[config.mk]
export PLATFORM = sky130hd
export DESIGN_NAME = lpc_front
export DESIGN_NICKNAME = d
export VERILOG_FILES = /design/src/lpc_pkg.sv /design/src/lpc_front.sv
export SDC_FILE = /design/constraint.sdc
export NUM_CORES = 1
export LEC_CHECK = 0
export CELL_PAD_IN_SITES_DETAIL_PLACEMENT = 0
export CELL_PAD_IN_SITES_GLOBAL_PLACEMENT = 2
export CORE_MARGIN = 8
export CORE_UTILIZATION = 36
export DETAILED_ROUTE_END_ITERATION = 12
export DONT_BUFFER_PORTS = 1
export HOLD_SLACK_MARGIN = 0.15
export MAX_ROUTING_LAYER = met4
export PLACE_DENSITY_LB_ADDON = 0.1
export SLEW_MARGIN = 20
export SYNTH_ARGS = -nofsm -noshare
export SYNTH_HDL_FRONTEND = slang
export SYNTH_SLANG_ARGS = --single-unit
[constraint.sdc]
create_clock -name clk -period 8.75 [get_ports clk]
set_input_delay 1.3125 -clock clk [delete_from_list [all_inputs] [get_ports clk]]
set_output_delay 1.3125 -clock clk [all_outputs]
set_load 0.01 [all_outputs]
[src/lpc_pkg.sv]
package lpc_pkg;

	// Longest frame that gets the keystream; later bytes pass through
	localparam int unsigned MaxFrameBytes = 255;
	localparam int unsigned QueueDepthDefault = 4;
	localparam int unsigned AesRounds = 10;

	localparam logic [7:0] BLOCK_A_TAG = 8'h01;
	localparam logic [7:0] RCON_FIRST = 8'h01;

	// Configuration register indexes
	typedef enum logic [2:0] {
		REG_APP_KEY_HIGH = 3'd0,
		REG_APP_KEY_LOW = 3'd1,
		REG_NET_KEY_HIGH = 3'd2,
		REG_NET_KEY_LOW = 3'd3,
		REG_DEV_ADDR = 3'd4
	} reg_index_t;

	// One classified payload byte, front to back
	typedef struct packed {
		logic [7:0] data;
		logic last;
		logic pass;
		logic new_block;
		logic [3:0] idx;
		logic [15:0] counter;
		logic direction;
		logic use_app;
		logic [4:0] block_num;
	} desc_t;

	localparam logic [7:0] SBOX [256] = '{
		8'h63,8'h7c,8'h77,8'h7b,8'hf2,8'h6b,8'h6f,8'hc5,8'h30,8'h01,8'h67,8'h2b,8'hfe,8'hd7,8'hab,8'h76,
		8'hca,8'h82,8'hc9,8'h7d,8'hfa,8'h59,8'h47,8'hf0,8'had,8'hd4,8'ha2,8'haf,8'h9c,8'ha4,8'h72,8'hc0,
		8'hb7,8'hfd,8'h93,8'h26,8'h36,8'h3f,8'hf7,8'hcc,8'h34,8'ha5,8'he5,8'hf1,8'h71,8'hd8,8'h31,8'h15,
		8'h04,8'hc7,8'h23,8'hc3,8'h18,8'h96,8'h05,8'h9a,8'h07,8'h12,8'h80,8'he2,8'heb,8'h27,8'hb2,8'h75,
		8'h09,8'h83,8'h2c,8'h1a,8'h1b,8'h6e,8'h5a,8'ha0,8'h52,8'h3b,8'hd6,8'hb3,8'h29,8'he3,8'h2f,8'h84,
		8'h53,8'hd1,8'h00,8'hed,8'h20,8'hfc,8'hb1,8'h5b,8'h6a,8'hcb,8'hbe,8'h39,8'h4a,8'h4c,8'h58,8'hcf,
		8'hd0,8'hef,8'haa,8'hfb,8'h43,8'h4d,8'h33,8'h85,8'h45,8'hf9,8'h02,8'h7f,8'h50,8'h3c,8'h9f,8'ha8,
		8'h51,8'ha3,8'h40,8'h8f,8'h92,8'h9d,8'h38,8'hf5,8'hbc,8'hb6,8'hda,8'h21,8'h10,8'hff,8'hf3,8'hd2,
		8'hcd,8'h0c,8'h13,8'hec,8'h5f,8'h97,8'h44,8'h17,8'hc4,8'ha7,8'h7e,8'h3d,8'h64,8'h5d,8'h19,8'h73,
		8'h60,8'h81,8'h4f,8'hdc,8'h22,8'h2a,8'h90,8'h88,8'h46,8'hee,8'hb8,8'h14,8'hde,8'h5e,8'h0b,8'hdb,
		8'he0,8'h32,8'h3a,8'h0a,8'h49,8'h06,8'h24,8'h5c,8'hc2,8'hd3,8'hac,8'h62,8'h91,8'h95,8'he4,8'h79,
		8'he7,8'hc8,8'h37,8'h6d,8'h8d,8'hd5,8'h4e,8'ha9,8'h6c,8'h56,8'hf4,8'hea,8'h65,8'h7a,8'hae,8'h08,
		8'hba,8'h78,8'h25,8'h2e,8'h1c,8'ha6,8'hb4,8'hc6,8'he8,8'hdd,8'h74,8'h1f,8'h4b,8'hbd,8'h8b,8'h8a,
		8'h70,8'h3e,8'hb5,8'h66,8'h48,8'h03,8'hf6,8'h0e,8'h61,8'h35,8'h57,8'hb9,8'h86,8'hc1,8'h1d,8'h9e,
		8'he1,8'hf8,8'h98,8'h11,8'h69,8'hd9,8'h8e,8'h94,8'h9b,8'h1e,8'h87,8'he9,8'hce,8'h55,8'h28,8'hdf,
		8'h8c,8'ha1,8'h89,8'h0d,8'hbf,8'he6,8'h42,8'h68,8'h41,8'h99,8'h2d,8'h0f,8'hb0,8'h54,8'hbb,8'h16
	};

	function automatic logic [7:0] sbox(input logic [7:0] x);
		return SBOX[x];
	endfunction

	// GF(2^8) doubling
	function automatic logic [7:0] xt(input logic [7:0] x);
		return {x[6:0], 1'b0} ^ (x[7] ? 8'h1b : 8'h00);
	endfunction

endpackage

[src/lpc_front.sv]
module lpc_front (
	input logic clk,
	input logic arst_n,
	input logic accept,
	input logic [7:0] payload_byte,
	input logic first_of_frame,
	input logic last_of_frame,
	input logic [15:0] frame_counter,
	input logic downlink,
	input logic [7:0] port,
	output lpc_pkg::desc_t desc
);

	logic [4:0] block_number_q;
	logic [3:0] byte_in_block_q;
	logic [15:0] held_counter_q;
	logic held_direction_q;
	logic use_app_key_q;

	logic new_frame;
	logic [4:0] eff_bn;
	logic [3:0] eff_bib;
	logic [8:0] pos;
	logic pass;
	logic [15:0] eff_ctr;
	logic eff_dir;
	logic eff_app;
	logic [3:0] next_bib;

	// Classify the byte against the running frame position
	always_comb begin
		new_frame = first_of_frame || (block_number_q == 5'd0);
		eff_bn = new_frame ? 5'd1 : block_number_q;
		eff_bib = new_frame ? 4'd0 : byte_in_block_q;
		eff_ctr = new_frame ? frame_counter : held_counter_q;
		eff_dir = new_frame ? downlink : held_direction_q;
		eff_app = new_frame ? (port != 8'd0) : use_app_key_q;
		pos = {eff_bn - 5'd1, eff_bib};
		pass = (pos >= 9'(lpc_pkg::MaxFrameBytes));
		next_bib = eff_bib + 4'd1;

		desc.data = payload_byte;
		desc.last = last_of_frame;
		desc.pass = pass;
		desc.new_block = !pass && (eff_bib == 4'd0);
		desc.idx = eff_bib;
		desc.counter = eff_ctr;
		desc.direction = eff_dir;
		desc.use_app = eff_app;
		desc.block_num = eff_bn;
	end

	// Frame position and latched frame fields
	always_ff @(posedge clk or negedge arst_n) begin
		if (!arst_n) begin
			block_number_q <= '0;
			byte_in_block_q <= '0;
			held_counter_q <= '0;
			held_direction_q <= 1'b0;
			use_app_key_q <= 1'b0;
		end else if (accept) begin
			held_counter_q <= eff_ctr;
			held_direction_q <= eff_dir;
			use_app_key_q <= eff_app;
			if (last_of_frame) begin
				block_number_q <= '0;
				byte_in_block_q <= '0;
			end else if (pass) begin
				block_number_q <= eff_bn;
				byte_in_block_q <= eff_bib;
			end else begin
				byte_in_block_q <= next_bib;
				block_number_q <= (next_bib == 4'd0) ? eff_bn + 5'd1 : eff_bn;
			end
		end
	end

endmodule

# Yosys cells after proc, flatten, opt, wreduce, memory -nomap -nowiden
# Cells that the tools add are included.
[totals] reg_bits=27 output_inout_bits=38
[classes] addsub=3 magnitude_cmp=1 n_mux=10 n_reduce_logical=7
[op_table] operator="5-bit 2-to-1 mux" n=4
[op_table] operator="16-bit 2-to-1 mux" n=1
[op_table] operator="4-bit 2-to-1 mux" n=3
[op_table] operator="9-bit by 8-bit greater-or-equal comparator with 1-bit output (second input constant)" n=1
[op_table] operator="4-bit logical NOT" n=2
[op_table] operator="8-bit nonzero test" n=1
[op_table] operator="5-bit by 1-bit adder with 5-bit output (second input constant)" n=1
[op_table] operator="5-bit logical NOT" n=1
[op_table] operator="5-bit by 1-bit subtractor with 5-bit output (second input constant)" n=1
[op_table] operator="4-bit by 1-bit adder with 4-bit output (second input constant)" n=1
[op_table] operator="1-bit 2-to-1 mux" n=2
[op_table] operator="1-bit logical AND" n=1
[op_table] operator="1-bit logical NOT" n=1
[op_table] operator="1-bit logical OR" n=1

# Depth between registers and ports, before layout
# Gate-level depths: netlist of the first run.
[depth] depth_word=8 depth_mapped=13 ltp_nobuf=10

# Least setup slack after synthesis of the first run
# Ideal clock, no wire load.
[synth_path] kind="input port to output port" startpoint="input first_of_frame" endpoint="output desc[28] (netlist bit)" t_arrival_ps=3319 required_time_ps=7438 setup_slack_ps=4119 stages=13 n_path_buf=5 path_cell_list="clkbuf_1 > a21oi_1 > buf_2 > buf_1 > nand2_1 > inv_1 > ha_1 > a32o_1 > o2111ai_2 > and2_4 > buf_6 > inv_1 > buf_4"
[synth_rtl] element="start, declared" line_no="lpc_front.sv:6" text="input logic first_of_frame,"
[synth_rtl] element="end, declared" line_no="lpc_front.sv:11" text="output lpc_pkg::desc_t desc"

==> qor.yml, run 1 <==
timing:
  rsz0062_at_grt: "false"
  worst_pin_slew_ps: 992
  period_minus_slack_ps: 4640
  slew_headroom_pct: 33.9
  fin_setup_tns_ps: 0
  finalCritPeriodShare_pct: 53.1
  hold_viol: 0
  setup_viol: 0
  drv_slew: 0
  clock_skew_ps: 1.47
  clock.fmax_ghz: 0.215
placed_design:
  routabilityCongestion: 0.845
  portBuffers: 0
  post-dp-hpwl_um: 3310
clock_network:
  cts_root_buf: "clkbuf_8"
  cts_tree: "done"
  cts_setup_buffers: 0
  clock_latency_ps: 270
  h-tree-depth: 1
  cts_hold_buf: 0
  clock_path_buffers: 2
  cts.sinks: 27
  ctsResizeCount: 0
  clk_pin_slew_worst_paths_ps: 90
  cts_buffers: 3
worst_hold_path:
  min_from: "held_counter_q[7]"
  min_path_cells: 2
  min_path_type: "reg2reg"
  whs_endpoint: "held_counter_q[7]"
yosys:
  avgSynthCellArea_um2: 7.68
  synthArstFlopShare_pct: 100
  yosysTopAreaCellShare_pct: 37.6
  synthSimpleGateAreaFrac_pct: 30.1
  synth_xor_area_share_pct: 1.46
  syn_inst: 234
  yosys.area.top_type: "dfrtp_1"
  synth_common_cells: "65 x nand2_1, 37 x nor2_1, 27 x dfrtp_1"
  yosysWarnings: 0
  ys_seq_elements: 27
  synthMuxAreaShare_pct: 6.20
  synth_fp_nets: 277
  synthFlopType: "dfrtp_1"
  yosysMostFrequentCell: "nand2_1"
  ys_seq_area_share_pct: 37.6
  yosysUniqueCellTypes: 40
  synth_area_mm2: 0.00180
  synth-edff-count: 0
  synth_top_family_by_area: "simple AND/OR/NAND/NOR gates"
  synthTopCellsByArea: "dfrtp_1 38%, nand2_1 14%, nor2_1 7.7%"
  synth_compound_area_share_pct: 10.4
  synthAdderAreaFrac_pct: 3.48
global_routing:
  grt_pass1_wl_um: 7590
  antenna_found_initial: 0
  grt_overflow: 0
  first_global_vias: 1525
  grt.total_usage_pct: 12.7
  grt_max_degree: 31
layout:
  fin_nets: 259
  areaGrowthSynthToFinish_pct: -0.696
  drive_gt1_share_pct: 7.91
  fillers: 522
  antennaDiodeCount: 0
detailed_routing:
  vias: 1476
  firstDrtPassIters: 4
  ant_nets: 0
  drt_iter0_markers: 87
  drt_wl_total_um: 4660
  vias_per_cell: 5.23
  drc_errors: 0
  wire_per_inst_um: 16.5
worst_setup_path:
  path_common_cell: "nor2_1"
  crit_type: "in2out"
  rr_endpoint: "byte_in_block_q[0]"
  critPathRequiredTime_ps: 7440
  r2r_start: "block_number_q[2]"
  path_max_fanout: 27
  cp.arrival_ps: 3330
  slowest_stage: "a21o_1"
  rr_worst_depth: 10
  end_kind: "primary output"
  path_buf_inv: 1
  start_kind: "input port"
  cp_cell_sequence: "a21o_1 > nor2_1 > ha_1 > nor2_1 > a32o_1 > o2111ai_2 > and2_4 > inv_1"
  slowest_delay_ps: 730
  path_delay_family: "compound AO/OA/AOI/OAI gates"
  rrSetupSlack_ps: 5310
die:
  start_util_pct: 37.8
  core_area_mm2: 0.00475
  dieArea_mm2: 0.00751
  die_w_um: 86.6
  die_h_um: 86.6
  ios: 76
  row_count: 25
power:
  p_sw_share_pct: 31.3
  irDropWorstVdd_uv: 88.0
  pwr_density_cell_mw_per_mm2: 159
  finalPower_uw: 283
  p_comb_share_pct: 22.3
  p_int_uw: 195
  switchingPower_uw: 88.6
  p_clk_share_pct: 24.9
  sequentialPowerShare_pct: 52.8
  p_leak_nw: 0.839
job:
  maxCapViolCount: 0
outcome:
  status: "finished, final reports clean"
## state kept, by name, summed over array words and instances, names as in the netlist
signal / count
held_direction_q: 1
use_app_key_q: 1
byte_in_block_q: 4
held_counter_q: 16
block_number_q: 5
## worst register-to-register path, cell delays in order (launching register included)
cell       delay [ps]
dfrtp_1           480
nor3_1            360
a21o_1            840
nor2_1            190
ha_1              350
nor2_1            110
a32o_1            150
o2111ai_2         130
and2_4            240
xnor2_1           130
a221o_1           340
## metal layers
metal | GRT usage (%) | share of wire [%] | vias up
li1 | - | - | 720
met4 | 3.29 | 0.49 | 0
met3 | 3.69 | 8.4 | 4
met5 | - | 0 | -
met1 | 16.0 | 45 | 695
met2 | 19.6 | 46 | 57
## layout by cell type, fill, tap and decap left out, drive strengths merged, types with 2 or more instances in the layout
cell type,instances
o22ai,3
nand2,65
nand3,4
clkbuf,4
o21a,2
a21oi,4
nor3,5
dfrtp,27
and3,3
nand2b,3
nor2b,3
nor4,3
mux2,9
xnor2,3
o21ai,5
ha,5
nor2,37
inv,12
## cell families (layout without fill, tap and decap cells)
family                   Yosys count  after routing
AND/OR/NAND/NOR                  128            128
adder cells (fa/ha/maj)            5              5
buffers and inverters             36             17
flip-flops                        27             27
AO/OA/AOI/OAI                     25             25
XOR/XNOR                           3              3
multiplexers                      10             10
## stage by stage
step                      hold WS, ps  cell area, µm²  setup WS [ps]  util [%]  cells
after CTS                         522            1780           4120      37.5    282
final                             515            1780           4110      37.5    282
after detailed placement          495            1740           4130      36.6    278
after floorplan                   479            1800           4120         -    234
after global routing              544            1780           3960      37.5    282
after global placement            487            1740           4190      36.6    278
## final cells by class
type	instances	area [µm²]	area share, %
Tap cell	67	83.8	4.70
Clock buffer	4	45.0	2.52
Timing Repair Buffer	1	7.51	0.421
Inverter	12	45.0	2.52
Multi-Input combinational cell	171	927	52.0
Sequential cell	27	676	37.9
## how the worst max path moves through the flow
stage / start / end / slack [ps] / cells past startpoint
final: first_of_frame / desc[28] / 4110 / 8
after global routing: block_number_q[2] / desc[28] / 3960 / 9
after CTS: first_of_frame / desc[28] / 4120 / 8
after detailed placement: first_of_frame / desc[28] / 4130 / 8
after global placement: first_of_frame / desc[28] / 4190 / 8
after floorplan: first_of_frame / desc[28] / 4120 / 13
## power groups by stage
stage / logic, mW / registers, mW / clock network [mW]
after floorplan: 0.0623 / 0.149 / 0
after global placement: 0.0624 / 0.151 / 0
after detailed placement: 0.0639 / 0.152 / 0
after CTS: 0.0639 / 0.149 / 0.0753
after global routing: 0.0710 / 0.152 / 0.0806
final: 0.0632 / 0.150 / 0.0706
No activity file was read; power rests on OpenSTA's default activity.
==> run 2, diff against run 1 <==
--- a/config.mk
+++ b/config.mk
@@ -8,7 +8,7 @@
 export CELL_PAD_IN_SITES_DETAIL_PLACEMENT = 0
 export CELL_PAD_IN_SITES_GLOBAL_PLACEMENT = 2
 export CORE_MARGIN = 8
-export CORE_UTILIZATION = 36
+export CORE_UTILIZATION = 30
 export DETAILED_ROUTE_END_ITERATION = 12
 export DONT_BUFFER_PORTS = 1
 export HOLD_SLACK_MARGIN = 0.15
==> constraint.sdc (replaced) <==
create_clock -name clk -period 3.9 [get_ports clk]
set_input_delay 0.585 -clock clk [delete_from_list [all_inputs] [get_ports clk]]
set_output_delay 0.585 -clock clk [all_outputs]
set_load 0.01 [all_outputs]
==> run 2 against run 1 <==
  * Sequential share of layout area down 1.1 points
  * Non-clock buffer count up 2
  * Critical path type is now reg2out
  * Largest cell class unchanged
  * Clock power up 130%
==> qor.yml, run 2 (synthesized netlist as in run 1, its figures left out) <==
die:
  ios: 76
  start_util_pct: 30.7
  die_h_um: 93.4
  core_area_mm2: 0.00585
  die_w_um: 93.4
  dieArea_mm2: 0.00872
  row_count: 28
detailed_routing:
  ant_nets: 0
  vias_per_cell: 5.02
  wire_per_inst_um: 16.2
  drt_wl_total_um: 4730
  drt_iter0_markers: 79
  firstDrtPassIters: 4
  vias: 1466
  drc_errors: 0
timing:
  rsz0062_at_grt: "false"
  clock_skew_ps: 2.02
  hold_viol: 0
  setup_viol: 0
  slew_headroom_pct: 61.7
  whs_ps: 399
  period_minus_slack_ps: 3380
  worst_pin_slew_ps: 573
  clock.fmax_ghz: 0.296
  finalCritPeriodShare_pct: 86.7
  fin_setup_tns_ps: 0
  drv_slew: 0
clock_network:
  clk_pin_slew_worst_paths_ps: 100
  h-tree-depth: 1
  cts_buffers: 3
  cts_root_buf: "clkbuf_8"
  cts.sinks: 27
  cts_tree: "done"
  clock_path_buffers: 2
  clock_latency_ps: 270
layout:
  fin_nets: 261
  largestRegisters: "held_counter_q (16), block_number_q (5), byte_in_block_q (4)"
  seqCellArea_um2: 676
  areaGrowthSynthToFinish_pct: 2.37
  largest_reg_flops: 16
  antennaDiodeCount: 0
  final_common_cell: "nand2_1"
  final_cell_mix: "65 x nand2_1, 37 x nor2_1, 27 x dfrtp_1"
  regMostFlops: "held_counter_q"
  fillers: 637
  multiInputGateArea_um2: 938
  drive_gt1_share_pct: 9.22
global_routing:
  grt.total_usage_pct: 11.8
  grt_overflow: 0
  grt_max_degree: 31
  grt_pass1_wl_um: 7910
  antenna_found_initial: 0
  first_global_vias: 1570
worst_setup_path:
  rr_worst_depth: 10
  path_buf_inv: 2
  cp_cell_sequence: "nor3_1 > a21oi_4 > nand2_1 > inv_1 > ha_1 > a32o_1 > o2111ai_2 > and2_4 > inv_1"
  path_max_fanout: 20
  critPathRequiredTime_ps: 3310
  crit_type: "reg2out"
  path_common_cell: "inv_1"
  slowest_delay_ps: 520
  cp.depth: 9
  end_kind: "primary output"
  slowest_stage: "nor3_1"
  start_kind: "register"
  cp.arrival_ps: 2800
  path_delay_family: "simple AND/OR/NAND/NOR gates"
outcome:
  status: "finished, final reports clean"
power:
  p_leak_nw: 0.852
  finalPower_uw: 651
  irDropWorstVdd_uv: 139
  pwr_density_cell_mw_per_mm2: 354
placed_design:
  post-dp-hpwl_um: 3420
  portBuffers: 0
  routabilityCongestion: 0.827
worst_hold_path:
  min_path_cells: 1
  min_path_type: "in2reg"
job:
  maxCapViolCount: 0
==> run 2: metal layers <==
layer | up-vias | global-route usage [%] | wire [µm]
met5 | - | - | 0
met3 | 6 | 3.45 | 358
met1 | 692 | 14.4 | 2220
met2 | 38 | 17.8 | 2110
met4 | 0 | 4.56 | 49
li1 | 730 | - | -
==> run 2: final timing paths <==
kind | startpoint | slack [ps] | endpoint
worst max-delay path | block_number_q[2] | 520 | desc[28]
max in group asynchronous | arst_n | 3000 | held_counter_q[6]
min in group asynchronous | arst_n | 740 | use_app_key_q
worst min register to register | held_counter_q[10] | 510 | held_counter_q[10]
worst max register to register | block_number_q[2] | 940 | byte_in_block_q[0]
worst min-delay path | last_of_frame | 400 | block_number_q[2]
==> run 2: worst reg2reg max path: cells and delay by family (launching register included) <==
| kind | cells | cell delay (ps) |
|---|---|---|
| compound gates | 4 | 970 |
| simple gates | 3 | 950 |
| flops | 1 | 480 |
| fa+ha+maj | 1 | 250 |
| buf+inv | 1 | 110 |
| xor+xnor | 1 | 80 |
==> run 2: area by class of cell <==
type                            count  share of cell area (%)
Multi-Input combinational cell    171                    51.0
Sequential cell                    27                    36.7
Clock inverter                      1                   0.408
Inverter                           12                    2.45
Timing Repair Buffer                3                    2.04
Clock buffer                        3                    2.24
Tap cell                           75                    5.10
==> run 2: timing repair <==
action | in CTS | in global routing
setup endpoints to repair | 0 | 1
hold endpoints to repair | 27 | 0
setup buffers | 0 | 0
gates resized for setup | 0 | 1
hold buffers | 2 | 0
==> run 2: power by group <==
| group | internal [mW] | switching, mW |
|---|---|---|
| clock network | 0.0726 | 0.0920 |
| logic | 0.0547 | 0.0973 |
| registers | 0.312 | 0.0219 |
| total | 0.440 | 0.211 |
==> run 2: per-stage QoR <==
stage	util [%]	worst slack, ps	instance area (µm²)	instances
finish	31.4	518	1840	292
global route	31.4	266	1840	292
CTS	31.3	143	1830	292
detailed placement	30.0	480	1750	286
global placement	30.0	577	1750	286
floorplan	-	724	1800	234
==> run 3, diff against run 2 <==
--- a/config.mk
+++ b/config.mk
@@ -8,7 +8,7 @@
 export CELL_PAD_IN_SITES_DETAIL_PLACEMENT = 0
 export CELL_PAD_IN_SITES_GLOBAL_PLACEMENT = 2
 export CORE_MARGIN = 8
-export CORE_UTILIZATION = 30
+export CORE_UTILIZATION = 33
 export DETAILED_ROUTE_END_ITERATION = 12
 export DONT_BUFFER_PORTS = 1
 export HOLD_SLACK_MARGIN = 0.15
==> constraint.sdc (replaced) <==
create_clock -name clk -period 3.13 [get_ports clk]
set_input_delay 0.4695 -clock clk [delete_from_list [all_inputs] [get_ports clk]]
set_output_delay 0.4695 -clock clk [all_outputs]
set_load 0.01 [all_outputs]
==> run 3 against run 2 <==
  * Design area is 1.5% higher
  * Critical path depth stayed put
  * Clock skew about the same
  * Cell count increased by 0.34%
  * Total power rose by 26%
  * First-iteration DRC count shrank 14%
  * Wire length increased by 4.7%
  * Critical endpoint unchanged
  * Largest power group unchanged
==> qor.yml, run 3 (synthesized netlist as in run 1, its figures left out) <==
outcome:
  status: "finished, final reports clean"
layout:
  final_common_cell: "nand2_1"
  drive_gt1_share_pct: 10.9
  areaGrowthSynthToFinish_pct: 3.90
  fin_nets: 265
  final_cell_mix: "65 x nand2_1, 37 x nor2_1, 27 x dfrtp_1"
  regMostFlops: "held_counter_q"
  final_cells: 293
  largestRegisters: "held_counter_q (16), block_number_q (5), byte_in_block_q (4)"
  antennaDiodeCount: 0
  utilization_pct: 34.8
  largest_reg_flops: 16
  final_cell_area_mm2: 0.00187
power:
  pwr_density_cell_mw_per_mm2: 440
  p_leak_nw: 0.874
  irDropWorstVdd_uv: 170
  switchingPower_uw: 266
  sequentialPowerShare_pct: 50.7
  p_int_uw: 556
  p_comb_share_pct: 24.0
  p_clk_share_pct: 25.3
  p_sw_share_pct: 32.4
clock_network:
  clk_pin_slew_worst_paths_ps: 100
  clock_latency_ps: 270
  clock_path_buffers: 2
  cts_buffers: 3
  h-tree-depth: 1
  cts_tree: "done"
  cts_root_buf: "clkbuf_8"
  cts.sinks: 27
timing:
  worst_pin_slew_ps: 474
  rsz0062_at_grt: "false"
  finalCritPeriodShare_pct: 93.8
  fin_setup_tns_ps: 0
  period_minus_slack_ps: 2940
  drv_slew: 0
  hold_viol: 0
  clock.fmax_ghz: 0.341
  slew_headroom_pct: 68.4
  setup_viol: 0
  clock_skew_ps: 1.74
  postLayoutSetupSlackWorst_ps: 195
die:
  core_area_mm2: 0.00537
  ios: 76
  die_h_um: 89.8
  dieArea_mm2: 0.00806
  row_count: 27
  start_util_pct: 33.4
  die_w_um: 89.8
worst_setup_path:
  critPathRequiredTime_ps: 2660
  cp.arrival_ps: 2470
  path_max_fanout: 12
  start_kind: "register"
  crit_type: "reg2out"
  end_kind: "primary output"
worst_hold_path:
  min_path_type: "in2reg"
placed_design:
  post-dp-hpwl_um: 3510
  routabilityCongestion: 0.804
  portBuffers: 0
  dp.cells: 287
  place_area_mm2: 0.00178
  place_ws_ps: 320
detailed_routing:
  drt_wl_total_um: 4960
  vias: 1480
  drc_errors: 0
  drt_iter0_markers: 68
  wire_per_inst_um: 16.9
  vias_per_cell: 5.05
  ant_nets: 0
  firstDrtPassIters: 4
global_routing:
  grt.total_usage_pct: 12.4
  grt_overflow: 0
  grt_max_degree: 31
  grt_pass1_wl_um: 7960
  first_global_vias: 1499
  antenna_found_initial: 0
job:
  maxCapViolCount: 0
-- run 3: changes by cell type in the layout (fill, tap and decap cells not counted) --
cell	previous run	this run
nor3_2	0	1
nor3_1	5	4
buf_4	1	5
clkinvlp_4	1	0
clkbuf_1	0	1
-- run 3: through the flow --
| step | hold slack (ps) | power [mW] |
|---|---|---|
| after CTS | 267 | 0.841 |
| after floorplan | 174 | 0.591 |
| after global placement | 175 | 0.609 |
| after detailed placement | 175 | 0.613 |
| after global routing | 269 | 0.882 |
| final | 283 | 0.822 |
-- run 3: layer usage --
metal / wire, µm / GRT usage (%) / vias up
li1: - / - / 732
met1: 2270 / 15.0 / 704
met2: 2340 / 19.8 / 38
met3: 296 / 2.83 / 6
met4: 52 / 4.37 / 0
met5: 0 / - / -
-- run 3: layout make-up --
type	count	area [µm²]
repair buffers	7	67.6
well taps	72	90.1
flip-flops and latches	27	676
clock buffers	4	45.0
fillers	576	3500
inverters	12	45.0
multi-input cells	171	943
-- run 3: path summary, 6_finish.rpt --
kind	end	slack (ps)	from	cells past startpoint
min in group asynchronous	held_counter_q[13]	620	arst_n	2
worst min register to register	held_counter_q[1]	510	held_counter_q[1]	2
worst min-delay path	block_number_q[2]	280	last_of_frame	1
worst max-delay path	desc[28]	190	block_number_q[2]	9
worst max register to register	byte_in_block_q[0]	520	block_number_q[2]	10
max in group asynchronous	held_counter_q[4]	2350	arst_n	2
-- run 3: what timing repair did --
| action | CTS | global route |
|---|---|---|
| hold buffers | 2 | 0 |
| endpoints found under the hold margin | 27 | 0 |
| endpoints found under the setup margin | 1 | 0 |
| gates resized for setup | 2 | 0 |
| buffers inserted | 0 | 0 |
-- run 3: power by group through the flow --
stage	logic, mW	clock network (mW)	registers, mW
finish	0.197	0.208	0.417
global route	0.226	0.233	0.424
CTS	0.203	0.222	0.417
detailed placement	0.189	0	0.424
global placement	0.187	0	0.422
floorplan	0.174	0	0.417
-- run 3: worst max-delay path: stages (launching register included) --
cell       delay (ps)
dfrtp_1           480
nor3_2            360
a21oi_4           180
nand2_1           140
inv_1              70
ha_1              230
a32o_1            280
o2111ai_2          90
and2_4            240
inv_1              90
