--- src/lpc_pkg.sv ---
package lpc_pkg;

	// Longest frame that gets the keystream; later bytes pass through
	localparam int unsigned MaxFrameBytes = 255;
	localparam int unsigned QueueDepthDefault = 4;
	localparam int unsigned AesRounds = 10;

	localparam logic [7:0] BLOCK_A_TAG = 8'h01;
	localparam logic [7:0] RCON_FIRST = 8'h01;

	// Configuration register indexes
	typedef enum logic [2:0] {
		REG_APP_KEY_HIGH = 3'd0,
		REG_APP_KEY_LOW = 3'd1,
		REG_NET_KEY_HIGH = 3'd2,
		REG_NET_KEY_LOW = 3'd3,
		REG_DEV_ADDR = 3'd4
	} reg_index_t;

	// One classified payload byte, front to back
	typedef struct packed {
		logic [7:0] data;
		logic last;
		logic pass;
		logic new_block;
		logic [3:0] idx;
		logic [15:0] counter;
		logic direction;
		logic use_app;
		logic [4:0] block_num;
	} desc_t;

	localparam logic [7:0] SBOX [256] = '{
		8'h63,8'h7c,8'h77,8'h7b,8'hf2,8'h6b,8'h6f,8'hc5,8'h30,8'h01,8'h67,8'h2b,8'hfe,8'hd7,8'hab,8'h76,
		8'hca,8'h82,8'hc9,8'h7d,8'hfa,8'h59,8'h47,8'hf0,8'had,8'hd4,8'ha2,8'haf,8'h9c,8'ha4,8'h72,8'hc0,
		8'hb7,8'hfd,8'h93,8'h26,8'h36,8'h3f,8'hf7,8'hcc,8'h34,8'ha5,8'he5,8'hf1,8'h71,8'hd8,8'h31,8'h15,
		8'h04,8'hc7,8'h23,8'hc3,8'h18,8'h96,8'h05,8'h9a,8'h07,8'h12,8'h80,8'he2,8'heb,8'h27,8'hb2,8'h75,
		8'h09,8'h83,8'h2c,8'h1a,8'h1b,8'h6e,8'h5a,8'ha0,8'h52,8'h3b,8'hd6,8'hb3,8'h29,8'he3,8'h2f,8'h84,
		8'h53,8'hd1,8'h00,8'hed,8'h20,8'hfc,8'hb1,8'h5b,8'h6a,8'hcb,8'hbe,8'h39,8'h4a,8'h4c,8'h58,8'hcf,
		8'hd0,8'hef,8'haa,8'hfb,8'h43,8'h4d,8'h33,8'h85,8'h45,8'hf9,8'h02,8'h7f,8'h50,8'h3c,8'h9f,8'ha8,
		8'h51,8'ha3,8'h40,8'h8f,8'h92,8'h9d,8'h38,8'hf5,8'hbc,8'hb6,8'hda,8'h21,8'h10,8'hff,8'hf3,8'hd2,
		8'hcd,8'h0c,8'h13,8'hec,8'h5f,8'h97,8'h44,8'h17,8'hc4,8'ha7,8'h7e,8'h3d,8'h64,8'h5d,8'h19,8'h73,
		8'h60,8'h81,8'h4f,8'hdc,8'h22,8'h2a,8'h90,8'h88,8'h46,8'hee,8'hb8,8'h14,8'hde,8'h5e,8'h0b,8'hdb,
		8'he0,8'h32,8'h3a,8'h0a,8'h49,8'h06,8'h24,8'h5c,8'hc2,8'hd3,8'hac,8'h62,8'h91,8'h95,8'he4,8'h79,
		8'he7,8'hc8,8'h37,8'h6d,8'h8d,8'hd5,8'h4e,8'ha9,8'h6c,8'h56,8'hf4,8'hea,8'h65,8'h7a,8'hae,8'h08,
		8'hba,8'h78,8'h25,8'h2e,8'h1c,8'ha6,8'hb4,8'hc6,8'he8,8'hdd,8'h74,8'h1f,8'h4b,8'hbd,8'h8b,8'h8a,
		8'h70,8'h3e,8'hb5,8'h66,8'h48,8'h03,8'hf6,8'h0e,8'h61,8'h35,8'h57,8'hb9,8'h86,8'hc1,8'h1d,8'h9e,
		8'he1,8'hf8,8'h98,8'h11,8'h69,8'hd9,8'h8e,8'h94,8'h9b,8'h1e,8'h87,8'he9,8'hce,8'h55,8'h28,8'hdf,
		8'h8c,8'ha1,8'h89,8'h0d,8'hbf,8'he6,8'h42,8'h68,8'h41,8'h99,8'h2d,8'h0f,8'hb0,8'h54,8'hbb,8'h16
	};

	function automatic logic [7:0] sbox(input logic [7:0] x);
		return SBOX[x];
	endfunction

	// GF(2^8) doubling
	function automatic logic [7:0] xt(input logic [7:0] x);
		return {x[6:0], 1'b0} ^ (x[7] ? 8'h1b : 8'h00);
	endfunction

endpackage

--- src/lpc_fifo.sv ---
module lpc_fifo #(
	parameter int unsigned DEPTH = lpc_pkg::QueueDepthDefault
) (
	input logic clk,
	input logic arst_n,
	input logic wr_en,
	input lpc_pkg::desc_t wr_data,
	input logic rd_en,
	output lpc_pkg::desc_t rd_data,
	output logic full,
	output logic empty
);

	localparam int unsigned AW = (DEPTH > 1) ? $clog2(DEPTH) : 1;

	lpc_pkg::desc_t mem_q [DEPTH];
	logic [AW-1:0] wr_ptr_q;
	logic [AW-1:0] rd_ptr_q;
	logic [AW:0] count_q;

	assign full = (count_q == (AW+1)'(DEPTH));
	assign empty = (count_q == '0);
	assign rd_data = mem_q[rd_ptr_q];

	// Storage
	always_ff @(posedge clk) begin
		if (wr_en) begin
			mem_q[wr_ptr_q] <= wr_data;
		end
	end

	// Pointers wrap at the depth
	always_ff @(posedge clk or negedge arst_n) begin
		if (!arst_n) begin
			wr_ptr_q <= '0;
			rd_ptr_q <= '0;
			count_q <= '0;
		end else begin
			if (wr_en) begin
				wr_ptr_q <= (wr_ptr_q == AW'(DEPTH - 1)) ? '0 : wr_ptr_q + AW'(1);
			end
			if (rd_en) begin
				rd_ptr_q <= (rd_ptr_q == AW'(DEPTH - 1)) ? '0 : rd_ptr_q + AW'(1);
			end
			count_q <= count_q + (AW+1)'(wr_en) - (AW+1)'(rd_en);
		end
	end

endmodule

--- config.mk ---
export PLATFORM = sky130hd
export DESIGN_NAME = lpc_fifo
export DESIGN_NICKNAME = d
export VERILOG_FILES = /design/src/lpc_pkg.sv /design/src/lpc_fifo.sv
export SDC_FILE = /design/constraint.sdc
export NUM_CORES = 1
export LEC_CHECK = 0
export ABC_AREA = 1
export BUFFER_PORTS_ARGS = -buffer_cell sky130_fd_sc_hd__buf_4
export CORE_AREA = 2 2 94 142
export CTS_CLUSTER_DIAMETER = 100
export DETAILED_ROUTE_END_ITERATION = 10
export DIE_AREA = 0 0 96 144
export GPL_TIMING_DRIVEN = 0
export PLACE_DENSITY = 0.86
export SLEW_MARGIN = 5
export SYNTH_ARGS = -nofsm -noshare
export SYNTH_HDL_FRONTEND = slang
export SYNTH_SLANG_ARGS = --single-unit
--- constraint.sdc ---
create_clock -name clk -period 2.1 [get_ports clk]
set_input_delay 0.42 -clock clk [delete_from_list [all_inputs] [get_ports clk]]
set_output_delay 0.42 -clock clk [all_outputs]
set_load 0.01 [all_outputs]
## Word-level counts from Yosys, hierarchy flattened

Memory sizes are Yosys's and may differ from the RTL's.
Cells that the tools add are included.

| word-level totals | value |
|---|---|
| register bits after elaboration | 7 |
| bits in writable memories | 152 |
| memories kept | 1 |
| bits of input ports | 42 |
| word-level logic and storage cells | 16 |

Memory list:

| memory | words | width | rd ports | clocked after Yosys merged registers in | write ports | line | source |
|---|---|---|---|---|---|---|---|
| mem_q | 4 | 38 | 1 | 0 | 1 | lpc_fifo.sv:16 | `lpc_pkg::desc_t mem_q [DEPTH];` |

| operators by class | value |
|---|---|
| muxes and demuxes | 4 |
| add/sub/neg operators | 4 |
| reductions and logical operators | 1 |
| equality and inequality tests | 3 |

Operators by type and width:

| cell | count |
|---|---|
| adder 2 x 1 -> 2 bit, second input constant | 2 |
| == test 2 bit, second input constant | 2 |
| two-way mux 2 bit | 2 |
| adder 3 x 1 -> 3 bit | 1 |
| == test 3 bit, second input constant | 1 |
| logical NOT 3 bit | 1 |
| subtractor 3 x 1 -> 3 bit | 1 |
| two-way mux 1 bit | 2 |

## Longest topological paths before layout

Gate-level depths: netlist (run 1).

| depth | value |
|---|---|
| word-level depth | 2 |
| mapped depth | 8 |

## Worst setup path after synthesis (run 1)

Ideal clock, no wire load.

| path | value |
|---|---|
| kind | reg-to-reg |
| from | register wr_ptr_q[0] |
| to | memory mem_q[2][0] in the netlist's numbering, enable pin |
| buffers on the path | 0 |
| data arrival time | 1.408 ns |
| cell stages (with the launch flop) | 5 |
| clock period less this slack | 1.801 ns |
| slack | 0.299 ns |
| path through | dfrtp_1 > inv_1 > ha_1 > nand2_1 > inv_1 |

RTL lines:

| element | line | source |
|---|---|---|
| start, declared | lpc_fifo.sv:17 | `logic [AW-1:0] wr_ptr_q;` |
| start signal, assigned | lpc_fifo.sv:40 | `wr_ptr_q <= (wr_ptr_q == AW'(DEPTH - 1)) ? '0 : wr_ptr_q + AW'(1);` |
| end, declared | lpc_fifo.sv:16 |  |

Straight into the memory's write port.

==> results.yml, run 1 <==
outcome:
  outcome: "complete, no violations"
synth:
  syn_nets: 696
  synth_area_per_cell_um2: 10.55
  ys_ff_latch: 159
  yosysTopAreaCell: "edfxtp_1"
  yosysSeqAreaShare_pct: 69.57
  synth_area_leaders: "edfxtp_1 (67%), nand2_1 (11%), inv_1 (9.1%), nand3_1 (5.7%), dfrtp_1 (2.6%)"
  syn_inst: 646
  netlist_area_um2: 6813
  ys_warn_count: 0
  synth_cell_type_count: 16
  synth_top_area_share_pct: 67.00
worst_setup_path:
  criticalPathCategory: "reg -> out"
  crit_family: "buffers and inverters"
  cp_num_cells: 8
  worstSetupEndpoint: "rd_data[2]"
  cp.arrival_ps: 1650
  cp_max_fo: 7
  reg2reg_setup_slack_ps: 430
  cp-start-kind: "flop"
  reg2regPathDepth: 5
  crit_required_ps: 1680
  end_kind: "output pin"
  worstReg2RegEnd: "mem_q[0][23]"
  crit_path_frequent_cell: "buf_12"
  crit_path_start: "rd_ptr_q[0]"
  critical_path_buf_inv_count: 5
  path_cells: "inv_4 -> buf_12 -> buf_12 -> buf_8 -> nand2_2 -> nand3_2 -> nand2_1 -> buf_6"
  reg2reg_from: "wr_ptr_q[0]"
  cp_slowest_stage_delay_ps: 460
  slowest_stage: "dfrtp_2"
cells_and_area:
  syn_to_final_growth_pct: 24.83
  n_antenna_cell: 0
  regArea_um2: 4742
  multi_input_area_um2: 1325
  nNetsFinal: 806
  finalNonFillerCells: 928
  design_area_um2: 8504
  fillers: 847
  finish.utilization_pct: 66.97
  drive_above_1_share_pct: 21.20
power:
  power_frac_seq_pct: 36.8
  combinationalPowerShare_pct: 36.9
  power_density_nw_per_um2: 1358
  swShare_pct: 33.21
  pwr-share-clk_pct: 26.3
  power_leakage_nw: 4.018
  p_total_w: 0.01155
  peakVddDrop_mv: 1.086
  p_sw_w: 0.003836
  cell_internal_pwr_w: 0.007715
cts:
  h-tree-depth: 4
  cts_tree: "built"
  clkSlewWorstSetupHoldPaths_ps: 60
  clock_sinks: 159
  clockBufferDepth: 2
  cts_root_buffer: "clkbuf_16"
  clk_latency_ps: 420
  numCtsBuffers: 17
timing:
  timing.hold.ws_ps: 194.0
  hold_violations: 0
  fmax_mhz: 483.1
  finalCritPeriodShare_pct: 98.56
  final-setup-viol-count: 0
  worst_pin_slew_ps: 526.1
  slew_violations: 0
  slew_headroom_pct: 64.88
  fin_skew_ps: 7.179
  min_period_ps: 2070
  rsz0062_at_grt: "true"
drt:
  drt.antenna.violating_nets: 0
  drt_iter0_drc: 320
  first_pass_iters: 7
  wl_per_cell_um: 15.92
  via_count: 4649
  routed_wl_um: 14780
  routed_via_density: 5.010
  drc: 0
place:
  place.gp.congestion: 0.7478
  post_dp_cell_area_um2: 7707
  portBuffers: 81
  dp.cells: 890
  dp_hpwl_um: 8734
hold_path:
  hold_path.class: "in -> reg"
floorplanning:
  dieArea_um2: 13820
  die_x_um: 96
  core-area_um2: 12700
  ios: 82
  start_util_pct: 53.65
  die_y_um: 144
  rows: 51
global_route:
  grt_pass1_wl_um: 22510
  antenna_found_initial: 0
  grt-ovfl-total: 0
  grt_max_degree: 24
  grt_pass1_vias: 4714
  grt_use_total_pct: 22.31
job:
  cap_violations: 0
-- timing repair --
action                                  4_1_cts  5_1_grt
pin swaps                                     0        3
hold endpoints to repair                      7        0
endpoints found under the setup margin       35       35
resized for setup                            19       25
gates cloned                                  1        0
setup buffers                                 5        2
hold buffers                                  1        0
-- through the flow --
step / TNS (ps) / setup WS, ps
3_5_place_dp: 0 / 341.3
4_1_cts: -76.30 / -40.35
6_report: 0 / 30.22
5_1_grt: -200.9 / -42.35
3_3_place_gp: -34760 / -266.7
2_1_floorplan: 0 / 299.3
-- per-layer routing --
layer | wire, um | part of all wire, % | vias up | track usage, %
li1 | - | - | 2223 | -
met1 | 5305 | 36 | 2217 | 23.81
met2 | 8196 | 55 | 177 | 40.86
met3 | 905 | 6.1 | 32 | 5.107
met4 | 370 | 2.5 | 0 | 10.08
met5 | 0 | 0 | - | 0
-- layout make-up --
cell class | count | share of cell area [%]
plain buffers | 22 | 2.369
clock buffers | 17 | 5.002
clock inverters | 15 | 1.986
inverters | 166 | 7.356
multi-input cells | 296 | 15.58
flip-flops and latches | 159 | 55.76
well taps | 159 | 2.339
repair buffers | 94 | 9.607
-- how the worst min path moves through the flow --
stage | from | endpoint | slack [ps] | cells past startpoint
floorplan | arst_n | count_q[0] | 120 | 0
global placement | arst_n | count_q[0] | 240 | 1
detailed placement | arst_n | count_q[1] | 250 | 1
CTS | wr_data[2] | mem_q[3][2] | 180 | 1
global route | wr_data[11] | mem_q[2][11] | 190 | 1
finish | wr_data[18] | mem_q[2][18] | 190 | 1
-- synthesized netlist by cell type --
cell / n
buf_2: 15
buf_4: 2
buf_6: 5
clkbuf_1: 3
dfrtp_1: 7
edfxtp_1: 152
fa_1: 1
ha_1: 7
inv_1: 165
inv_2: 1
nand2_1: 203
nand3_1: 77
nor2_1: 2
nor3_1: 2
o21ai_0: 3
o21ai_1: 1
-- cell families after synthesis --
family	count (synthesis)	synth area share [%]
buffers and inverters	191	11.46
adder cells (fa/ha/maj)	8	1.579
AND/OR/NAND/NOR	284	17.10
flip-flops	159	69.57
AO/OA/AOI/OAI	4	0.2937
-- power by group through the flow --
stage	sequential [W]	clock (W)	combinational [W]
2_1_floorplan	0.00426	0	0.00218
5_1_grt	0.00430	0.00320	0.00465
3_5_place_dp	0.00429	0	0.00386
4_1_cts	0.00425	0.00306	0.00413
6_report	0.00425	0.00304	0.00426
3_3_place_gp	0.00429	0	0.00366
-- state kept, by name, summed over array words and instances, names as in the netlist --
signal,cells
count_q,3
mem_q,152
rd_ptr_q,2
wr_ptr_q,2
-- placed cells by master (no fill, tap or decap), types with 2 or more instances in the layout --
cell type and instances:
buf_16 2, nand2_2 5, clkinv_4 2, buf_4 88, buf_2 4, nand3_2 4, nand2_1 198, dfrtp_2 2
clkbuf_16 17, clkinv_2 5, nor2_1 2, buf_8 4, edfxtp_1 152, buf_12 5, dfrtp_1 5, ha_1 7
inv_1 160, o21ai_0 3, inv_2 5, nor3_1 2, bufinv_16 3, buf_6 8, inv_6 2, clkbuf_2 3
nand3_1 73, clkinvlp_4 2
Power figures use the tool's default switching activity.
==> run 2, diff against run 1 <==
--- a/config.mk
+++ b/config.mk
@@ -7,12 +7,13 @@
 export LEC_CHECK = 0
 export ABC_AREA = 1
 export BUFFER_PORTS_ARGS = -buffer_cell sky130_fd_sc_hd__buf_4
-export CORE_AREA = 2 2 94 142
+export CORE_AREA = 2 2 110 165
 export CTS_CLUSTER_DIAMETER = 100
 export DETAILED_ROUTE_END_ITERATION = 10
-export DIE_AREA = 0 0 96 144
+export DIE_AREA = 0 0 112 167
 export GPL_TIMING_DRIVEN = 0
-export PLACE_DENSITY = 0.86
+export MAX_ROUTING_LAYER = met4
+export PLACE_DENSITY = 0.71
 export SLEW_MARGIN = 5
 export SYNTH_ARGS = -nofsm -noshare
 export SYNTH_HDL_FRONTEND = slang
==> constraint.sdc (replaced) <==
create_clock -name clk -period 1.7 [get_ports clk]
set_input_delay 0.34 -clock clk [delete_from_list [all_inputs] [get_ports clk]]
set_output_delay 0.34 -clock clk [all_outputs]
set_load 0.01 [all_outputs]
==> run 2 against run 1 <==
Net effect: the run now ends with setup timing left; flip-flop and latch count is the same; via count shrank 3.7%; hold slack got worse by 69 ps; clock skew up 1.5 ps; design area up 4.7%; clock power increased by 19%; non-clock buffer count rose by 10; combinational power up 40%; critical endpoint is now rd_data[1].
==> results.yml, run 2 (synthesized netlist as in run 1, its figures left out) <==
drt:
  routed_via_density: 4.495
  highest_layer: "met4"
  drt_iter0_drc: 200
  drt.antenna.violating_nets: 0
  met3_length_um: 595
  first_pass_iters: 6
  route.met2.wl_um: 8510
  drc: 0
  met1Wirelength_um: 5445
  via_count: 4477
  wl_per_cell_um: 14.85
  routed_wl_um: 14790
power:
  peakVddDrop_mv: 0.9739
  power_frac_seq_pct: 35.3
  power_density_nw_per_um2: 1664
  pwr-share-clk_pct: 24.4
  p_sw_w: 0.004952
  swShare_pct: 33.42
  cell_internal_pwr_w: 0.009864
  power_leakage_nw: 4.094
  combinationalPowerShare_pct: 40.3
floorplanning:
  die_y_um: 167
  dieArea_um2: 18700
  core-area_um2: 17270
  start_util_pct: 39.44
  ios: 82
  die_x_um: 112
  rows: 59
cts:
  clockBufferDepth: 2
  cts_tree: "built"
  numCtsBuffers: 17
  clock_sinks: 159
  clkSlewWorstSetupHoldPaths_ps: 60
  h-tree-depth: 4
  clk_latency_ps: 410
  cts_root_buffer: "clkbuf_16"
hold_path:
  worstHoldStart: "wr_data[20]"
  hold_path.class: "in -> reg"
  min_to: "mem_q[1][20]"
  holdPathStages: 1
cells_and_area:
  final_cell_mix: "nand2_1 (178), inv_1 (161), edfxtp_1 (152)"
  fillers: 1505
  syn_to_final_growth_pct: 30.71
  nNetsFinal: 820
  n_antenna_cell: 0
  design_area_um2: 8905
  reg.largest.list: "mem_q (152), count_q (3)"
  top_register: "mem_q"
  drive_above_1_share_pct: 25.54
  layout_commonest_cell: "nand2_1"
  largest_reg_flops: 152
worst_setup_path:
  crit_path_frequent_cell: "buf_12"
  cp-start-kind: "flop"
  reg2reg_from: "count_q[0]"
  end_kind: "output pin"
  path_cells: "inv_4 -> buf_12 -> buf_12 -> buf_12 -> nand2_2 -> nand3_2 -> nand2_2 -> buf_6"
  reg2reg_setup_slack_ps: 170
  cp_max_fo: 7
  cp.arrival_ps: 1600
  criticalPathCategory: "reg -> out"
  crit_required_ps: 1360
  reg2regPathDepth: 8
  worstReg2RegEnd: "count_q[2]"
  cp_slowest_stage_delay_ps: 450
  slowest_stage: "dfrtp_2"
timing:
  slew_headroom_pct: 82.95
  fin_skew_ps: 8.715
  fmax_mhz: 515.0
  setup_ws_ps: -241.9
  worst_pin_slew_ps: 255.8
  hold_violations: 0
  slew_violations: 0
  min_period_ps: 1942
  rsz0062_at_grt: "true"
  finalCritPeriodShare_pct: 114.2
  timing.hold.ws_ps: 125.3
  final-setup-viol-count: 38
global_route:
  grt_use_total_pct: 16.85
  grt_pass1_wl_um: 23030
  grt_pass1_vias: 4495
  grt-ovfl-total: 0
  grt_max_degree: 20
  antenna_found_initial: 0
place:
  post_dp_cell_area_um2: 7702
  portBuffers: 81
  dp_hpwl_um: 8607
  place.gp.congestion: 0.7367
job:
  cap_violations: 0
outcome:
  outcome: "finished with violations"
  violations: "setup timing"
==> run 2: cell types whose count changed in the layout (fill, tap and decap cells not counted), sizes merged <==
cell and change:
buf +12, bufinv -1, clkbuf -1, clkinv -2
clkinvlp +9, inv -3
==> run 2: critical path, delay by kind of cell, from the launching register on <==
family | cells | cell delay, ps
simple gates | 3 | 160
flops | 1 | 450
buf+inv | 5 | 580
==> run 2: metrics by stage <==
| step | setup WS, ps | setup TNS [ps] | utilization [%] | cells | total power (W) |
|---|---|---|---|---|---|
| detailed placement | -486.0 | -66890 | 44.59 | 940 | 0.01006 |
| floorplan | 59.40 | 0 | - | 646 | 0.007975 |
| CTS | -258.5 | -8318 | 51.14 | 995 | 0.01474 |
| global placement | -452.1 | -63200 | 44.59 | 940 | 0.009948 |
| global route | -309.4 | -10320 | 51.55 | 996 | 0.01564 |
| finish | -241.9 | -6819 | 51.55 | 996 | 0.01482 |
==> run 2: repair_timing <==
| action | 4_1_cts | 5_1_grt |
|---|---|---|
| endpoints found under the hold margin | 7 | 0 |
| hold buffers | 1 | 0 |
| setup endpoints to repair | 190 | 38 |
| resized for setup | 82 | 19 |
| cloned | 5 | 0 |
| pin swaps | 11 | 1 |
| setup buffers | 18 | 1 |
==> run 2: cell type report <==
type / count / area (um^2) / share of cell area [%]
flip-flops and latches: 159 / 4741 / 53.24
multi-input cells: 296 / 1420 / 15.95
repair buffers: 102 / 1002 / 11.25
inverters: 166 / 640.6 / 7.194
clock buffers: 18 / 429.2 / 4.819
well taps: 213 / 266.5 / 2.993
plain buffers: 24 / 234.0 / 2.628
clock inverters: 14 / 141.4 / 1.588
repair inverters: 4 / 30.03 / 0.3372
==> run 2: power by group through the flow <==
| stage | logic (W) | clock network (W) | registers [W] |
|---|---|---|---|
| 2_1_floorplan | 0.00272 | 0 | 0.00526 |
| 3_3_place_gp | 0.00465 | 0 | 0.00529 |
| 3_5_place_dp | 0.00474 | 0 | 0.00532 |
| 4_1_cts | 0.00585 | 0.00366 | 0.00523 |
| 5_1_grt | 0.00651 | 0.00385 | 0.00528 |
| 6_report | 0.00596 | 0.00362 | 0.00523 |
==> run 2: how the worst max path moves through the flow <==
| stage | startpoint | cells after the start | to |
|---|---|---|---|
| global route | rd_ptr_q[0] | 8 | rd_data[0] |
| CTS | rd_ptr_q[0] | 8 | rd_data[1] |
| floorplan | wr_ptr_q[0] | 4 | mem_q[2][0] |
| finish | rd_ptr_q[0] | 8 | rd_data[1] |
| detailed placement | wr_ptr_q[0] | 4 | mem_q[0][8] |
| global placement | wr_ptr_q[0] | 4 | mem_q[0][14] |
==> run 2: metal layers <==
layer  up-vias  global-route usage [%]
met5         -                       -
met4         0                   6.469
met3        20                   3.748
met2       103                   31.25
met1      2099                   17.07
li1       2255                       -
==> run 3, diff against run 2 <==
--- a/config.mk
+++ b/config.mk
@@ -7,10 +7,10 @@
 export LEC_CHECK = 0
 export ABC_AREA = 1
 export BUFFER_PORTS_ARGS = -buffer_cell sky130_fd_sc_hd__buf_4
-export CORE_AREA = 2 2 110 165
+export CORE_AREA = 5 5 113 168
 export CTS_CLUSTER_DIAMETER = 100
 export DETAILED_ROUTE_END_ITERATION = 10
-export DIE_AREA = 0 0 112 167
+export DIE_AREA = 0 0 118 173
 export GPL_TIMING_DRIVEN = 0
 export MAX_ROUTING_LAYER = met4
 export PLACE_DENSITY = 0.71
==> run 3 against run 2 <==
Net effect: the flow still finishes with violations (setup timing); clock power is 2% lower; non-clock buffer count is 4 higher; power increased by 3.3%; hold slack lost 7.6 ps; maximum frequency shrank 0.91%; register-to-register slack barely moved; utilization increased by 1.5 points; final cell count up 0.40%; combinational power up 9.2%; critical path type unchanged; largest cell class unchanged.
==> results.yml, run 3 (synthesized netlist as in run 1, its figures left out) <==
cts:
  clock_sinks: 159
  cts_root_buffer: "clkbuf_16"
  clkSlewWorstSetupHoldPaths_ps: 60
  numCtsBuffers: 17
  cts_tree: "built"
  h-tree-depth: 4
  clk_latency_ps: 420
  clockBufferDepth: 2
cells_and_area:
  n_antenna_cell: 0
  reg.largest.list: "mem_q (152), count_q (3)"
  top_register: "mem_q"
  nNetsFinal: 824
  largest_reg_flops: 152
  finalNonFillerCells: 1000
  layout_commonest_cell: "inv_1"
  drive_above_1_share_pct: 31.64
  final_cell_mix: "inv_1 (160), nand2_1 (154), edfxtp_1 (152)"
  fillers: 1468
  syn_to_final_growth_pct: 34.40
worst_setup_path:
  end_kind: "output pin"
  reg2regPathDepth: 8
  crit_required_ps: 1360
  cp_max_fo: 8
  cp.arrival_ps: 1620
  cp-start-kind: "flop"
  criticalPathCategory: "reg -> out"
power:
  power_leakage_nw: 4.199
  peakVddDrop_mv: 0.9581
  power_density_nw_per_um2: 1672
  p_total_w: 0.01531
timing:
  final-setup-viol-count: 38
  slew_violations: 0
  min_period_ps: 1960
  setup_ws_ps: -259.6
  hold_violations: 0
  finalCritPeriodShare_pct: 115.3
  worst_pin_slew_ps: 306.1
  fin_skew_ps: 11.39
  rsz0062_at_grt: "true"
  fmax_mhz: 510.3
  slew_headroom_pct: 79.59
global_route:
  grt_use_total_pct: 15.41
  grt-ovfl-total: 0
  antenna_found_initial: 0
  grt_pass1_vias: 4535
  grt_max_degree: 20
  grt_pass1_wl_um: 23360
drt:
  drt.antenna.violating_nets: 0
  via_count: 4473
  routed_via_density: 4.473
  drt_iter0_drc: 193
  routed_wl_um: 15520
  first_pass_iters: 5
  drc: 0
  wl_per_cell_um: 15.52
floorplanning:
  die_y_um: 173
  core-area_um2: 17270
  die_x_um: 118
  rows: 59
  dieArea_um2: 20410
  ios: 82
  start_util_pct: 39.44
place:
  dp.cells: 940
  portBuffers: 81
  place.gp.congestion: 0.7223
  dp_hpwl_um: 8803
hold_path:
  holdPathStages: 1
  hold_path.class: "in -> reg"
outcome:
  outcome: "finished with violations"
  violations: "setup timing"
job:
  cap_violations: 0
## run 3: cell count changes in the layout (fill, tap and decap cells not counted), sizes merged
cell	delta
buf	-2
bufinv	-2
clkbuf	+5
clkinv	-3
clkinvlp	-1
inv	+7
## run 3: worst paths after layout
path                              from  slack (ps)     endpoint
setup / recovery           rd_ptr_q[0]        -260  rd_data[26]
hold / removal              wr_data[0]         120  mem_q[2][0]
setup reg to reg            count_q[0]         160   count_q[2]
hold reg to reg            wr_ptr_q[0]         590  wr_ptr_q[0]
max in group asynchronous       arst_n        1280  rd_ptr_q[0]
min in group asynchronous       arst_n         270   count_q[0]
## run 3: layout make-up
| type | count | area, um^2 | area share (%) |
|---|---|---|---|
| well taps | 213 | 266.5 | 2.911 |
| clock inverters | 15 | 146.4 | 1.599 |
| plain buffers | 24 | 255.2 | 2.788 |
| flip-flops and latches | 159 | 4742 | 51.79 |
| repair inverters | 4 | 30.03 | 0.3280 |
| clock buffers | 17 | 425.4 | 4.646 |
| multi-input cells | 296 | 1565 | 17.09 |
| inverters | 166 | 640.6 | 6.996 |
| repair buffers | 106 | 1085 | 11.85 |
## run 3: power by group
group / leakage [nW] / internal [W] / switching [W]
logic: 2.45 / 0.00297 / 0.00353
clock network: 0.275 / 0.00195 / 0.00162
registers: 1.48 / 0.00503 / 0.000204
## run 3: what timing repair did
action	in CTS	in global routing
resized for setup	59	104
buffers inserted	19	0
pin swaps	0	27
endpoints found under the setup margin	190	38
gates cloned	5	4
hold endpoints to repair	7	0
hold buffers	1	0
## run 3: per-layer routing
metal / vias up / track usage [%] / wire (um)
met1: 2089 / 16.05 / 5794
met4: 0 / 5.404 / 293
met2: 98 / 28.09 / 8777
li1: 2271 / - / -
met3: 15 / 3.693 / 651
met5: - / - / 0
## run 3: critical path, cell delays in order, from the launching register on
cell,delay (ps)
dfrtp_2,470
inv_4,110
buf_12,160
clkbuf_16,160
nand2_2,50
nand3_2,60
nand2_2,70
buf_6,120
## run 3: through the flow
step                      TNS (ps)  area [um^2]  util (%)  setup WS, ps  hold slack [ps]
after global routing        -11390         9156     53.01        -316.6            98.39
after detailed placement    -67110         7702     44.59        -482.3            164.5
final                        -8643         9156     53.01        -259.6            117.7
after CTS                    -8992         8698     50.35        -265.2            101.5
after floorplan                  0         6828         -         59.40            44.41
after global placement      -63890         7702     44.59        -469.4            162.1
